**config.mk**
```make
export PLATFORM = sky130hd
export DESIGN_NAME = spk_key_sched
export DESIGN_NICKNAME = d
export VERILOG_FILES = /design/src/design/spk_pkg.sv /design/src/design/spk_key_sched.sv
export SDC_FILE = /design/constraint.sdc
export NUM_CORES = 1
export LEC_CHECK = 0
export ABC_AREA = 1
export BUFFER_PORTS_ARGS = -buffer_cell sky130_fd_sc_hd__buf_2
export CAP_MARGIN = 0
export CORE_MARGIN = 2
export CORE_UTILIZATION = 45
export CTS_CLUSTER_SIZE = 20
export DETAILED_ROUTE_END_ITERATION = 6
export PLACE_DENSITY_LB_ADDON = 0.2
export SETUP_SLACK_MARGIN = 0.1
export SYNTH_ARGS = -nofsm -noshare
export SYNTH_HDL_FRONTEND = slang
export SYNTH_SLANG_ARGS = --single-unit
```
**constraint.sdc**
```tcl
create_clock -name clk -period 4.7 [get_ports clk]
set_input_delay 0 -clock clk [delete_from_list [all_inputs] [get_ports clk]]
set_output_delay 0 -clock clk [all_outputs]
set_load 0.03 [all_outputs]
```
**src/design/spk_pkg.sv**
```systemverilog
// Shared types, constants and word functions for the Speck 48/96 cipher.
// No dependencies; used by the key schedule, the round cells and the top level.
`timescale 1ns / 1ps
`default_nettype none
package spk_pkg;

  localparam int WORD_W    = 24;
  localparam int ROUNDS    = 23;
  localparam int KEY_STEPS = 22;
  localparam int STEP_W    = $clog2(ROUNDS + 1);

  typedef logic [WORD_W-1:0] word_t;

  typedef enum logic {
    KIND_ENC = 1'b0,
    KIND_DEC = 1'b1
  } kind_t;

  typedef enum logic [1:0] {
    REG_KEY_WORD_0 = 2'd0,
    REG_KEY_WORD_1 = 2'd1,
    REG_KEY_WORD_2 = 2'd2,
    REG_KEY_WORD_3 = 2'd3
  } cfg_reg_t;

  // One block moving from cell to cell.
  typedef struct packed {
    logic  valid;
    kind_t kind;
    word_t x;
    word_t y;
  } blk_t;

  function automatic word_t ror8(input word_t v);
    return {v[7:0], v[WORD_W-1:8]};
  endfunction

  function automatic word_t rol8(input word_t v);
    return {v[WORD_W-9:0], v[WORD_W-1:WORD_W-8]};
  endfunction

  function automatic word_t rol3(input word_t v);
    return {v[WORD_W-4:0], v[WORD_W-1:WORD_W-3]};
  endfunction

  function automatic word_t ror3(input word_t v);
    return {v[2:0], v[WORD_W-1:3]};
  endfunction

endpackage
`default_nettype wire

```
**src/design/spk_key_sched.sv**
```systemverilog
// Key registers and the iterative Speck key schedule, one step per cycle.
// Depends on spk_pkg.
`timescale 1ns / 1ps
`default_nettype none
module spk_key_sched (
  input  wire logic                                 clk,
  input  wire logic                                 rst,
  input  wire logic                                 cfg_we,
  input  wire logic [1:0]                           cfg_index,
  input  wire logic [spk_pkg::WORD_W-1:0]           cfg_data,
  output logic                                      keys_ready,
  output spk_pkg::word_t [spk_pkg::ROUNDS-1:0]      round_keys
);

  spk_pkg::word_t key_word_0, key_word_1, key_word_2, key_word_3;
  spk_pkg::word_t k_cur, l0, l1, l2;
  logic [spk_pkg::STEP_W-1:0] step;
  spk_pkg::word_t fresh, k_new, step_idx;

  // Step n (1..22) applies schedule index n-1 and produces round key n.
  assign step_idx = spk_pkg::word_t'(step - spk_pkg::STEP_W'(1));
  assign fresh    = (spk_pkg::ror8(l0) + k_cur) ^ step_idx;
  assign k_new    = spk_pkg::rol3(k_cur) ^ fresh;
  assign keys_ready = (step == spk_pkg::STEP_W'(spk_pkg::ROUNDS));

  always_ff @(posedge clk) begin
    if (rst) begin
      key_word_0 <= '0;
      key_word_1 <= '0;
      key_word_2 <= '0;
      key_word_3 <= '0;
      step       <= '0;
    end else if (cfg_we) begin
      step <= '0;
      unique case (spk_pkg::cfg_reg_t'(cfg_index))
        spk_pkg::REG_KEY_WORD_0: key_word_0 <= cfg_data;
        spk_pkg::REG_KEY_WORD_1: key_word_1 <= cfg_data;
        spk_pkg::REG_KEY_WORD_2: key_word_2 <= cfg_data;
        spk_pkg::REG_KEY_WORD_3: key_word_3 <= cfg_data;
        default: ;
      endcase
    end else if (step == '0) begin
      round_keys[0] <= key_word_0;
      k_cur         <= key_word_0;
      l0            <= key_word_1;
      l1            <= key_word_2;
      l2            <= key_word_3;
      step          <= step + spk_pkg::STEP_W'(1);
    end else if (!keys_ready) begin
      round_keys[step[spk_pkg::STEP_W-1:0]] <= k_new;
      k_cur <= k_new;
      l0    <= l1;
      l1    <= l2;
      l2    <= fresh;
      step  <= step + spk_pkg::STEP_W'(1);
    end
  end

endmodule
`default_nettype wire

```
==> results by group <==
Floorplan
  • Initial Utilization: a little under half
  • Row count: slightly below 90
  • Total die area: approximately 62000 µm²
  • Die H: 249 µm
  • Die width: roughly 250 µm
  • I/O pins: 582
  • Core area: between 50000 and 60000 µm²

Routing
  • Via count: roughly 18000
  • Avg WL per Cell: about 25 µm
  • Vias per inst: just over 5
  • DR DRC count: 0
  • DRT Pass-1 Iters: 6
  • Routed WL: 84.6 mm
  • DRT iter0 DRCs: approximately 1500
  • Post-DRT Antenna Nets: 0

Pwr
  • LEAKAGE: 13.3 nW
  • Final Total Pwr: ~0.015 W
  • Max IR drop VDD: 314 µV
  • Pwr dens: around 440 nW/µm²

Global routing
  • Overall routing resource usage: between 20 and 30%
  • Gr ovfl total: 0
  • First-pass GRT wire length: approximately 120 mm
  • Vias in the first global route: around 17000
  • Initial antenna violation count: 0
  • Largest net degree at the start of global routing: between 90 and 100

Cells and area
  • Post-Route Utilization: a little under three fifths
  • Highest-count cells in the layout ignoring fill and taps: edfxtp_1 (648), buf_2 (581), nand2_1 (498), inv_1 (176), dfxtp_1 (101)
  • Antenna Cells: 0
  • Layout cells sized above 1: 28.9%
  • Area Overhead vs Synth: 24.8%
  • Design area: approximately 34000 µm²
  • Final nets: roughly 2600
  • Commonest non-fill, non-tap cell in the layout: edfxtp_1
  • Fill cell count: 4790

STA
  • Maximum clock rate: around 0.30 GHz
  • Endpoints failing hold: 0
  • Unrepaired setup endpoints after global routing: no
  • Period utilisation layout: 71.5%
  • Slew @ Worst Pin: 1.21 ns
  • Final setup violating endpoints: 0
  • Worst Skew: ~0.036 ns
  • Max-slew violations: 0
  • Fin crit period: roughly 3.4 ns
  • Fin Setup TNS: 0 ns
  • Slew headroom: roughly a fifth

Critical path
  • Critical path endpoint category: flop
  • Startpoint class of the critical path: flop
  • Crit Path Category: flop to flop
  • R2r worst-path depth: 8
  • Worst Path Required: roughly 5.0 ns
  • CP arrival: 3.70 ns
  • CP Max Fanout: 23

Synthesis
  • Syn_nets: about 2000
  • Ys flop type: edfxtp_1
  • Post-synth EDFFs: 648
  • Avg Inst Size Synth: 14.0 µm²
  • Syn Inst Count: 1924
  • Synth Warn #: 0
  • Distinct cell type count after synthesis: 40
  • Post-synth ARST share: 0%
  • Seq/Total Area, Yosys: 79.6%
  • Yosys reg bits: approximately 750
  • Mapped Area: around 27000 µm²

Min path
  • Worst hold path stage count: 4
  • Hold Path Class: primary input to flop

Clocking
  • Sink Count: about 750
  • CTS Buffer Depth: 3
  • CTS tree: built
  • TritonCTS Buffers: 77
  • Worst-path clk slew: ~0.07 ns
  • Clock latency on the worst-skew pair: ~0.65 ns
  • Root Buffer: clkbuf_16
  • H-tree levels: 3
  • Post-cts sizing count: 0

Placed design
  • Number of buffers added on ports: roughly 580
  • Area after DPL: between 30000 and 40000 µm²
  • Dpl hpwl: 58.2 mm
  • Placer Congestion: about 0.9

Flow run
  • Max-Cap Viols: 0

Run status
  • Status: completed
critical path, cell delays in order, from the launching register on:
cell and delay (ns):
dfxtp_1 0.43, nor2_4 0.15, nand3_2 0.67, xnor2_1 0.63
xnor2_1 0.22, nand2_1 0.09, nand2_1 0.52, nand2_1 0.19
o21ai_0 0.15
report_power, final:
| group | internal [W] | total, W | switching (W) |
|---|---|---|---|
| clock network | 0.00326 | 0.00583 | 0.00257 |
| logic | 0.000263 | 0.00128 | 0.00102 |
| registers | 0.00766 | 0.00770 | 0.0000430 |
Yosys cell counts, types with 3 or more instances:
master,instances,area share [%]
xor2_1,19,0.62
nand2_1,499,6.9
inv_1,178,2.5
xnor2_2,3,0.18
a21oi_1,78,1.4
edfxtp_1,648,72
xnor2_1,14,0.45
clkbuf_1,41,0.57
nand2_2,10,0.23
nor2_2,3,0.070
ha_1,28,1.3
nand3_1,34,0.63
nor3_1,4,0.074
and2_1,4,0.093
dfxtp_1,101,7.5
nand3b_1,10,0.28
a211oi_1,35,0.97
nor2_1,100,1.4
o21ai_0,54,1.0
buf_6,3,0.13
nand4_1,24,0.56
buf_2,11,0.20
state kept, by name, summed over array words and instances, names as in the netlist:
register	flops
k_cur	24
key_word_0	24
key_word_1	24
key_word_2	24
key_word_3	24
l0	24
l1	24
l2	24
round_keys	552
step	5
metal layers:
| layer | global-route usage, % | share of wire, % | up-vias |
|---|---|---|---|
| met5 | 0 | 0 | - |
| met4 | 7.86 | 2.3 | 0 |
| met3 | 4.87 | 7.5 | 87 |
| met2 | 45.9 | 51 | 787 |
| met1 | 35.1 | 40 | 8848 |
| li1 | - | - | 7951 |
logic make-up after synthesis:
family / Yosys count / synth area share [%]
buffers and inverters: 239 / 3.52
AOI/OAI and AO/OA: 173 / 3.61
DFF: 749 / 79.6
adders and majority gates: 29 / 1.37
and+or+nand+nor: 696 / 10.5
xor gates and xnor gates: 38 / 1.41
path summary, 6_finish.rpt:
| kind | from | to | slack [ns] |
|---|---|---|---|
| min | cfg_data[6] | key_word_0[6] | 0.21 |
| min reg2reg | key_word_2[7] | key_word_2[7] | 0.46 |
| max | step[2] | k_cur[8] | 1.34 |
| max reg2reg | step[2] | k_cur[8] | 1.34 |
per-stage QoR:
step           instances  setup WS (ns)  hold slack, ns
3_5_place_dp        3239           1.29           0.295
2_1_floorplan       1924           1.43           0.145
6_report            3412           1.34           0.206
3_3_place_gp        3239           1.26           0.289
4_1_cts             3412           1.28           0.177
5_1_grt             3412           1.10           0.211
cell type report:
cell class              instances  area, µm²  share of cell area, %
multi-input cells             936       4760                   14.1
inverters                     181        681                   2.02
well taps                     773        967                   2.87
flip-flops and latches        749      21500                   63.8
clock inverters                37        355                   1.05
clock buffers                 103       2070                   6.13
repair buffers                633       3380                   10.0
what timing repair did:
item,4_1_cts,5_1_grt
buffers inserted,0,0
hold buffers,33,0
hold endpoints to repair,101,0
No activity file was read; power rests on OpenSTA's default activity.
