File: src/design/spk_pkg.sv
// Shared types, constants and word functions for the Speck 48/96 cipher.
// No dependencies; used by the key schedule, the round cells and the top level.
`timescale 1ns / 1ps
`default_nettype none
package spk_pkg;

  localparam int WORD_W    = 24;
  localparam int ROUNDS    = 23;
  localparam int KEY_STEPS = 22;
  localparam int STEP_W    = $clog2(ROUNDS + 1);

  typedef logic [WORD_W-1:0] word_t;

  typedef enum logic {
    KIND_ENC = 1'b0,
    KIND_DEC = 1'b1
  } kind_t;

  typedef enum logic [1:0] {
    REG_KEY_WORD_0 = 2'd0,
    REG_KEY_WORD_1 = 2'd1,
    REG_KEY_WORD_2 = 2'd2,
    REG_KEY_WORD_3 = 2'd3
  } cfg_reg_t;

  // One block moving from cell to cell.
  typedef struct packed {
    logic  valid;
    kind_t kind;
    word_t x;
    word_t y;
  } blk_t;

  function automatic word_t ror8(input word_t v);
    return {v[7:0], v[WORD_W-1:8]};
  endfunction

  function automatic word_t rol8(input word_t v);
    return {v[WORD_W-9:0], v[WORD_W-1:WORD_W-8]};
  endfunction

  function automatic word_t rol3(input word_t v);
    return {v[WORD_W-4:0], v[WORD_W-1:WORD_W-3]};
  endfunction

  function automatic word_t ror3(input word_t v);
    return {v[2:0], v[WORD_W-1:3]};
  endfunction

endpackage
`default_nettype wire

File: src/design/spk_round_cell.sv
// One Speck round cell: a registered encrypt or decrypt round of one block.
// Depends on spk_pkg.
`timescale 1ns / 1ps
`default_nettype none
module spk_round_cell (
  input  wire logic           clk,
  input  wire logic           rst,
  input  wire logic           en,
  input  wire spk_pkg::word_t rk_enc,
  input  wire spk_pkg::word_t rk_dec,
  input  wire spk_pkg::blk_t  blk_in,
  output spk_pkg::blk_t       blk_out
);

  spk_pkg::word_t x_enc, y_enc, x_dec, y_dec;

  assign x_enc = (spk_pkg::ror8(blk_in.x) + blk_in.y) ^ rk_enc;
  assign y_enc = spk_pkg::rol3(blk_in.y) ^ x_enc;
  assign y_dec = spk_pkg::ror3(blk_in.y ^ blk_in.x);
  assign x_dec = spk_pkg::rol8((blk_in.x ^ rk_dec) - y_dec);

  always_ff @(posedge clk) begin
    if (rst) begin
      blk_out.valid <= 1'b0;
    end else if (en) begin
      blk_out.valid <= blk_in.valid;
    end
    if (en) begin
      blk_out.kind <= blk_in.kind;
      if (blk_in.kind == spk_pkg::KIND_DEC) begin
        blk_out.x <= x_dec;
        blk_out.y <= y_dec;
      end else begin
        blk_out.x <= x_enc;
        blk_out.y <= y_enc;
      end
    end
  end

endmodule
`default_nettype wire

File: config.mk
export PLATFORM = sky130hd
export DESIGN_NAME = spk_round_cell
export DESIGN_NICKNAME = d
export VERILOG_FILES = /design/src/design/spk_pkg.sv /design/src/design/spk_round_cell.sv
export SDC_FILE = /design/constraint.sdc
export NUM_CORES = 1
export LEC_CHECK = 0
export BUFFER_PORTS_ARGS = -buffer_cell sky130_fd_sc_hd__buf_4
export CAP_MARGIN = 0
export CORE_MARGIN = 4
export CORE_UTILIZATION = 35
export DETAILED_ROUTE_END_ITERATION = 10
export HOLD_SLACK_MARGIN = 0.06
export PLACE_DENSITY = 0.6
export RECOVER_POWER = 50
export SETUP_SLACK_MARGIN = 0.2
export SLEW_MARGIN = 20
export SYNTH_ARGS = -nofsm -noshare
export SYNTH_HDL_FRONTEND = slang
export SYNTH_SLANG_ARGS = --single-unit
File: constraint.sdc
create_clock -name clk -period 2.9 [get_ports clk]
set_clock_uncertainty 0.05 [all_clocks]
set_input_delay 0.145 -clock clk [delete_from_list [all_inputs] [get_ports clk]]
set_output_delay 0.145 -clock clk [all_outputs]
set_load 0.02 [all_outputs]
==> reports/results.tsv, run 1 <==
metric	value	unit
run_status	finished, violations left	
violations	max-capacitance violations, max-slew violations	
clock.fmax	376	MHz
dpl.hpwl	16.3	mm
die_w	130	um
synth-seq-cells	50	
async_flop_share	0	%
max-cap-violations	1	
largest_register_ffs	50	
grt_pass1_vias	5052	
grt_max_degree	69	
hp-class	input port to flip-flop	
vias	4981	
setup_slack	0.244	ns
min_delay_path_depth	3	
crit_path_end_kind	flip-flop	
via_per_inst	5.38	
gp_congestion	0.953	
slew_headroom	-0.763	%
finalCritPeriodShare	91.6	%
ys_seq_area_share	28.7	%
finalInstanceArea	0.00690	sq mm
dpl.cell_count	915	
top_regs	blk_out (50)	
antenna_found_initial	0	
hold_viol_final	0	
power_density	531	mW/mm^2
tightest_slew	1.51	ns
antennaDiodeCount	0	
cp_max_fo	3	
setup-tns-final	0	ns
clock_sinks	50	
dieArea	0.0168	sq mm
dpl_worst_slack	-0.235	ns
drc	0	
syn_avg_cell_area	9.28	sq um
worst-setup-path-type	input port to flip-flop	
cellLeakagePower	2.94	nW
r2r_cells	3	
crit_required	2.82	ns
clkLatencyLatePin	0.29	ns
final_cells	926	
first_iter_violations	322	
holdWs	0.216	ns
start_util	35.7	%
synth_warnings	0	
cts_made_buffers	5	
tritoncts	built	
grt_pass1_wl	28.7	mm
port_buffers	150	
top_register	blk_out	
dpl_cell_area	0.00676	sq mm
netlist_area	0.00519	sq mm
routed_wl	19.2	mm
period_needed	2.66	ns
syn2layout_area_growth	33.0	%
gr-total-overflow	0	
cts_root_buffer	clkbuf_16	
drv_slew	69	
rsz0062_at_grt	yes	
path_clk_slew	0.07	ns
synth_cell_types	56	
power.total	3.67	mW
ant_nets	0	
drive_gt1_share	25.6	%
clock_path_buffers	2	
syn_nets	708	
grt_usage	22.5	%
fin_util	47.5	%
wire_per_inst	20.7	um
dr.pass1.iters	5	
cp-start-kind	input port	
synth_ff_type	edfxtp_1	
synth_edf_count	49	
coreArea	0.0145	sq mm
io_pins	151	
irDropWorstVdd	0.321	mV
nets	890	
worstPathArrival	2.57	ns
rows	44	
dieHeight	130	um
htree_levels	2	
setup_violations	0	
synthCells	559	
==> repair_timing <==
item / in CTS / in global routing
gates resized for setup: 2 / 6
buffers inserted: 1 / 0
endpoints found under the hold margin: 1 / 0
hold buffers: 2 / 0
pin swaps: 1 / 3
setup endpoints to repair: 3 / 13
==> per-layer routing <==
metal	wire length (um)	part of all wire, %	up-vias	global-route usage [%]
met2	9430	49	194	39.4
met3	1120	5.8	32	2.29
li1	-	-	2403	-
met1	8110	42	2352	29.4
met4	525	2.7	0	6.97
met5	0	0	-	0
==> cell usage after synthesis (2+ instances only) <==
| master | instances | share of area [%] |
|---|---|---|
| nand2b_1 | 5 | 0.60 |
| a2111oi_0 | 2 | 0.34 |
| a21o_1 | 19 | 2.7 |
| o21ai_0 | 25 | 2.4 |
| o21bai_1 | 3 | 0.43 |
| nand3_1 | 8 | 0.77 |
| nor2b_1 | 2 | 0.24 |
| o211ai_1 | 2 | 0.29 |
| nand2_1 | 30 | 2.2 |
| edfxtp_1 | 49 | 28 |
| and4_1 | 4 | 0.68 |
| a31oi_1 | 7 | 0.84 |
| xnor2_1 | 84 | 14 |
| ha_1 | 46 | 11 |
| nor2_1 | 47 | 3.4 |
| xor2_1 | 54 | 9.1 |
| buf_1 | 3 | 0.22 |
| inv_1 | 9 | 0.65 |
| o2111ai_1 | 2 | 0.34 |
| a211oi_1 | 9 | 1.3 |
| or2_2 | 2 | 0.24 |
| fa_1 | 2 | 0.77 |
| and3_1 | 5 | 0.60 |
| mux2i_1 | 14 | 2.7 |
| a21oi_2 | 2 | 0.34 |
| clkbuf_1 | 10 | 0.72 |
| nor3_1 | 5 | 0.48 |
| a211o_1 | 5 | 0.84 |
| nand4_1 | 7 | 0.84 |
| o21a_1 | 4 | 0.58 |
| a21oi_1 | 62 | 6.0 |
| o21ai_1 | 5 | 0.48 |
| or3_1 | 3 | 0.36 |
==> critical path, cell delays in order <==
cell and delay, ns:
buf_4 0.12, xor2_2 0.17, ha_1 0.20, inv_1 0.07, fa_2 0.37, a211oi_2 0.27
nor2_1 0.11, a31oi_2 0.18, and2b_1 0.17, a21boi_0 0.13, o41ai_2 0.35, xor2_1 0.18
a21oi_1 0.09
==> cell usage in the layout, fill, tap and decap left out, types with 3 or more instances in the layout <==
cell and n:
a211o_1 5, a211oi_1 6, a211oi_2 3, a21o_1 19
a21oi_1 61, a21oi_2 3, a31oi_1 6, and3_1 5
and4_1 4, buf_4 161, clkbuf_1 25, clkbuf_16 5
edfxtp_1 49, ha_1 46, inv_1 9, mux2i_1 14
nand2_1 30, nand2b_1 5, nand3_1 8, nand4_1 7
nor2_1 47, nor3_1 5, o21a_1 4, o21ai_0 25
o21ai_1 5, o21bai_1 3, or3_1 3, xnor2_1 84
xor2_1 53
==> final timing paths <==
check                           start                       end  slack (ns)
max                        blk_in[27]     blk_out[24]$_DFFE_PP_        0.24
max reg2reg  blk_out[49]$_SDFFE_PP0P_  blk_out[49]$_SDFFE_PP0P_        1.69
min reg2reg  blk_out[49]$_SDFFE_PP0P_  blk_out[49]$_SDFFE_PP0P_        1.01
min                        blk_in[20]     blk_out[23]$_DFFE_PP_        0.22
==> area by class of cell <==
| type | instances | area [sq um] |
|---|---|---|
| Timing Repair Buffer | 189 | 1330 |
| Multi-Input combinational cell | 486 | 3650 |
| Inverter | 9 | 33.8 |
| Tap cell | 184 | 230 |
| Clock buffer | 6 | 129 |
| Sequential cell | 50 | 1490 |
| Fill cell | 1456 | 7630 |
| Clock inverter | 2 | 37.5 |
==> report_power, final <==
group	total, mW	switching (mW)	leakage [nW]	internal, mW
combinational	1.98	1.12	2.37	0.858
sequential	1.02	0.0400	0.488	0.976
clock	0.674	0.266	0.0771	0.408
==> kinds of logic (layout without fill, tap and decap cells) <==
family,count (synthesis),after routing,synth area share [%]
AO/OA/AOI/OAI,160,160,19.7
XOR/XNOR,139,139,23.8
adder cells (fa/ha/maj),48,48,11.9
buffers and inverters,23,206,1.69
flip-flops,50,50,28.7
multiplexers,15,15,2.92
AND/OR/NAND/NOR,124,124,11.4
Note: power is estimated with default switching activity, not from simulation.
==> run 2: changes to the inputs <==
Settings changed: RECOVER_POWER 50 to default.
==> run 2 against run 1 <==
The flow now finishes without violations. Clock power increased by 0.6%. Fmax increased by 1.6%. Highest routed layer unchanged. Setup slack improved by 0.042 ns. Register-to-register slack about the same. Cell count unchanged. Non-clock buffer count unchanged. Via count unchanged. Worst hold slack about the same. Power increased by 1.5%. Count of clock-buffer cells in the layout unchanged. Utilization increased by 0.65 points. Final area increased by 1.4%.
==> reports/results.tsv, run 2 (synthesis results as in run 1) <==
metric	value	unit
start_util	35.7	%
fin_util	48.1	%
nets	890	
largest_register_ffs	50	
max-cap-violations	0	
clock_path_buffers	2	
hp-start	blk_in[20]	
cp_max_fo	3	
clkLatencyLatePin	0.29	ns
cpPeakStageDelay	0.38	ns
finalInstanceArea	0.00700	sq mm
syn2layout_area_growth	34.9	%
crit_path_end_kind	flip-flop	
rrSetupSlack	1.70	ns
antenna_found_initial	0	
setup-tns-final	0	ns
finalCritPeriodShare	90.1	%
num-fill-cells	1435	
hold_viol_final	0	
power_density	532	mW/mm^2
coreArea	0.0145	sq mm
port_buffers	150	
dieArea	0.0168	sq mm
timing.rr.end	blk_out[49]$_SDFFE_PP0P_	
slowest_stage	fa_2	
grt_usage	22.5	%
die_w	130	um
cp-start-kind	input port	
gp_congestion	0.953	
crit_family	compound AO/OA/AOI/OAI gates	
via_per_inst	5.38	
drive_gt1_share	28.8	%
antennaDiodeCount	0	
hp-class	input port to flip-flop	
path_clk_slew	0.07	ns
hold_path_end	blk_out[23]$_DFFE_PP_	
gr-total-overflow	0	
setup_slack	0.286	ns
drv_slew	0	
grt_pass1_wl	28.7	mm
top_register	blk_out	
wire_per_inst	20.8	um
first_iter_violations	325	
crit_required	2.85	ns
grt_pass1_vias	5052	
clock_sinks	50	
dieHeight	130	um
setup_violations	0	
drc	0	
min_delay_path_depth	3	
tritoncts	built	
worstPathArrival	2.56	ns
dpl.hpwl	16.3	mm
dpl_worst_slack	-0.235	ns
crit_buf_inv	2	
r2r_cells	3	
top_regs	blk_out (50)	
dr.pass1.iters	5	
htree_levels	2	
tightest_slew	0.772	ns
grt_max_degree	69	
io_pins	151	
r2r_start	blk_out[49]$_SDFFE_PP0P_	
cts_root_buffer	clkbuf_16	
slew_headroom	48.5	%
final_common_cell	buf_4	
clock.fmax	383	MHz
vias	4981	
irDropWorstVdd	0.322	mV
routed_wl	19.2	mm
rows	44	
dpl_cell_area	0.00676	sq mm
path_cells	buf_4 -> xor2_2 -> ha_1 -> inv_1 -> fa_2 -> a211oi_2 -> nor2_1 -> a31oi_2 -> and2b_1 -> a21boi_0 -> o41ai_2 -> xor2_1 -> a21oi_1	
power.total	3.72	mW
run_status	finished clean	
period_needed	2.61	ns
ant_nets	0	
layout_common_cells	187 x buf_4, 84 x xnor2_1, 61 x a21oi_1	
cts_made_buffers	5	
worst-setup-path-type	input port to flip-flop	
rsz0062_at_grt	yes	
cellLeakagePower	3.03	nW
==> run 2: cell count changes in the layout (fill, tap and decap cells not counted) <==
cell | before | now
buf_4 | 161 | 187
clkbuf_1 | 25 | 1
clkbuf_2 | 2 | 0
==> run 2: power breakdown <==
| part | internal (mW) | total, mW | leakage (nW) | switching [mW] |
|---|---|---|---|---|
| sequential | 0.975 | 1.02 | 0.488 | 0.0413 |
| combinational | 0.908 | 2.03 | 2.46 | 1.12 |
| clock | 0.408 | 0.678 | 0.0771 | 0.270 |
==> run 2: stage by stage <==
stage	std cells	hold slack (ns)
after floorplan	559	0.167
after global placement	915	0.251
after detailed placement	915	0.255
after CTS	926	0.218
after global routing	926	0.249
final	926	0.216
==> run 2: how the worst max path moves through the flow <==
stage | from | to | slack, ns | depth (start not counted)
5_1_grt | blk_in[27] | blk_out[24]$_DFFE_PP_ | 0.12 | 13
3_5_place_dp | blk_in[27] | blk_out[30]$_DFFE_PP_ | -0.23 | 13
3_3_place_gp | blk_in[27] | blk_out[30]$_DFFE_PP_ | -0.13 | 13
4_1_cts | blk_in[27] | blk_out[24]$_DFFE_PP_ | 0.22 | 13
2_1_floorplan | blk_in[27] | blk_out[24]$_DFFE_PP_ | 0.33 | 12
6_report | blk_in[27] | blk_out[24]$_DFFE_PP_ | 0.29 | 13
==> run 2: metal layers <==
layer | track usage, % | vias to the layer above | routed length, um
met4 | 6.97 | 0 | 512
li1 | - | 2401 | -
met1 | 29.4 | 2354 | 8030
met2 | 39.4 | 196 | 9450
met3 | 2.29 | 30 | 1240
met5 | 0 | - | 0
==> run 2: timing repair <==
item	in CTS	in global routing
hold buffers	2	0
pin swaps	1	3
hold endpoints to repair	1	0
setup buffers	1	0
setup endpoints to repair	3	13
gates resized for setup	2	6
==> run 2: cell type report <==
class / instances / area, sq um / share of cell area [%]
multi-input cells: 486 / 3650 / 52.2
flip-flops and latches: 50 / 1490 / 21.3
clock buffers: 6 / 129 / 1.84
repair buffers: 189 / 1420 / 20.3
clock inverters: 2 / 37.5 / 0.536
inverters: 9 / 33.8 / 0.483
well taps: 184 / 230 / 3.29
==> run 2: worst min-delay path: cells and delay by family <==
kind	cells	cell delay [ns]
xor+xnor	1	0.06
mux	1	0.12
buf+inv	1	0.11
==> run 3: changes to the inputs <==
--- a/config.mk
+++ b/config.mk
@@ -13,4 +13,5 @@
 export HOLD_SLACK_MARGIN = 0.06
 export PLACE_DENSITY = 0.6
+export RECOVER_POWER = 100
 export SETUP_SLACK_MARGIN = 0.2
 export SLEW_MARGIN = 20
==> constraint.sdc (replaced) <==
create_clock -name clk -period 2.9 [get_ports clk]
set_clock_uncertainty 0.05 [all_clocks]
set_input_delay 0.435 -clock clk [delete_from_list [all_inputs] [get_ports clk]]
set_output_delay 0.435 -clock clk [all_outputs]
set_load 0.02 [all_outputs]
==> run 3 against run 2 <==
Wire length increased by 9.0%. Combinational power increased by 13%. Fmax decreased by 7.2%. Critical endpoint is now blk_out[36]$_DFFE_PP_. Highest routed layer unchanged.
==> reports/results.tsv, run 3 (synthesis results as in run 1) <==
metric	value	unit
cellLeakagePower	3.28	nW
start_util	35.7	%
final_common_cell	buf_4	
grt_max_degree	52	
tritoncts	built	
io_pins	151	
cp-start-kind	input port	
power.total	3.90	mW
p_sw	1.58	mW
drive_gt1_share	34.5	%
run_status	finished clean	
first_iter_violations	493	
top_regs	blk_out (50)	
dr.pass1.iters	5	
cp_max_fo	2	
setup-tns-final	0	ns
tightest_slew	1.36	ns
final_cells	1002	
port_buffers	150	
setup_violations	0	
largest_register_ffs	50	
seqPwrFrac	26.0	%
rsz0062_at_grt	yes	
hold_viol_final	0	
finalCritPeriodShare	97.1	%
die_w	130	um
hp-class	input port to flip-flop	
gp_congestion	1.02	
dpl.cell_count	972	
nets	966	
max-cap-violations	0	
dpl.hpwl	16.9	mm
dieArea	0.0168	sq mm
irDropWorstVdd	0.280	mV
antennaDiodeCount	0	
finalInstanceArea	0.00774	sq mm
drc	0	
postCtsHoldBufs	0	
period_needed	2.82	ns
rows	44	
dpl_cell_area	0.00724	sq mm
coreArea	0.0145	sq mm
clock_sinks	50	
layout_common_cells	199 x buf_4, 75 x xnor2_1, 58 x a21oi_1	
ant_nets	0	
p_sw_share	40.5	%
top_register	blk_out	
vias	5423	
via_per_inst	5.41	
drv_slew	0	
worst-setup-path-type	input port to flip-flop	
syn2layout_area_growth	49.3	%
path_clk_slew	0.07	ns
clkLatencyLatePin	0.29	ns
power_density	504	mW/mm^2
grt_usage	23.4	%
slew_headroom	9.32	%
crit_required	2.86	ns
dieHeight	130	um
gr-total-overflow	0	
worstPathArrival	2.78	ns
crit_path_end_kind	flip-flop	
antenna_found_initial	0	
clock.fmax	355	MHz
intPower	2.32	mW
combPwrFrac	58.9	%
cts_made_buffers	5	
grt_pass1_vias	5231	
clock_path_buffers	2	
cts_root_buffer	clkbuf_16	
htree_levels	2	
wire_per_inst	20.9	um
num-fill-cells	1350	
power_frac_clock	15.1	%
holdWs	0.242	ns
grt_pass1_wl	29.5	mm
routed_wl	21.0	mm
run 3: changes by cell type in the layout (fill, tap and decap cells not counted), moves of 6 or more:
| cell | before | now |
|---|---|---|
| buf_4 | 187 | 199 |
| clkbuf_1 | 1 | 54 |
| ha_1 | 46 | 36 |
| ha_4 | 0 | 6 |
| xnor2_1 | 84 | 75 |
| xnor2_2 | 0 | 7 |
run 3: final cells by class:
cell class	count	area, sq um	share of cell area [%]
multi-input cells	486	4030	52.0
flip-flops and latches	50	1490	19.3
clock buffers	6	129	1.66
inverters	9	33.8	0.436
repair buffers	265	1820	23.6
well taps	184	230	2.97
clock inverters	2	8.76	0.113
run 3: per-layer routing:
metal	up-vias	GRT usage (%)	wire, um	part of all wire (%)
met2	240	40.7	10200	49
met1	2575	30.8	8700	42
met3	46	2.13	1270	6.1
met5	-	0	0	0
li1	2562	-	-	-
met4	0	7.21	772	3.7
run 3: through the flow:
step / setup slack [ns] / utilization [%]
after CTS: 0.157 / 52.2
after global placement: -0.233 / 49.8
after floorplan: 0.107 / -
after detailed placement: -0.323 / 49.8
final: 0.0827 / 53.3
after global routing: 0.0394 / 53.3
run 3: critical path, stage by stage:
cell	delay (ns)
buf_4	0.13
xnor2_2	0.13
ha_2	0.20
inv_2	0.06
fa_2	0.23
a211oi_4	0.08
buf_4	0.14
buf_4	0.12
buf_4	0.12
buf_4	0.12
buf_4	0.12
buf_4	0.13
buf_4	0.12
buf_4	0.12
buf_4	0.12
buf_4	0.13
o21ai_2	0.18
o22ai_2	0.10
run 3: path summary, 6_finish.rpt:
kind,to,slack [ns],cells after the start,start
max,blk_out[36]$_DFFE_PP_,0.08,18,blk_in[24]
min,blk_out[49]$_SDFFE_PP0P_,0.24,2,rst
max reg2reg,blk_out[49]$_SDFFE_PP0P_,2.26,2,blk_out[49]$_SDFFE_PP0P_
min reg2reg,blk_out[49]$_SDFFE_PP0P_,0.46,2,blk_out[49]$_SDFFE_PP0P_
run 3: repair_timing:
action	in CTS	in global routing
pin swaps	17	35
resized for setup	19	61
endpoints found under the setup margin	19	29
setup buffers	14	8
run 3: power by group through the flow:
stage	clock network, mW	registers, mW	logic [mW]
2_1_floorplan	0	1.19	1.03
3_3_place_gp	0	1.03	2.11
3_5_place_dp	0	1.04	2.13
4_1_cts	0.588	1.02	2.23
5_1_grt	0.617	1.03	2.45
6_report	0.588	1.02	2.30
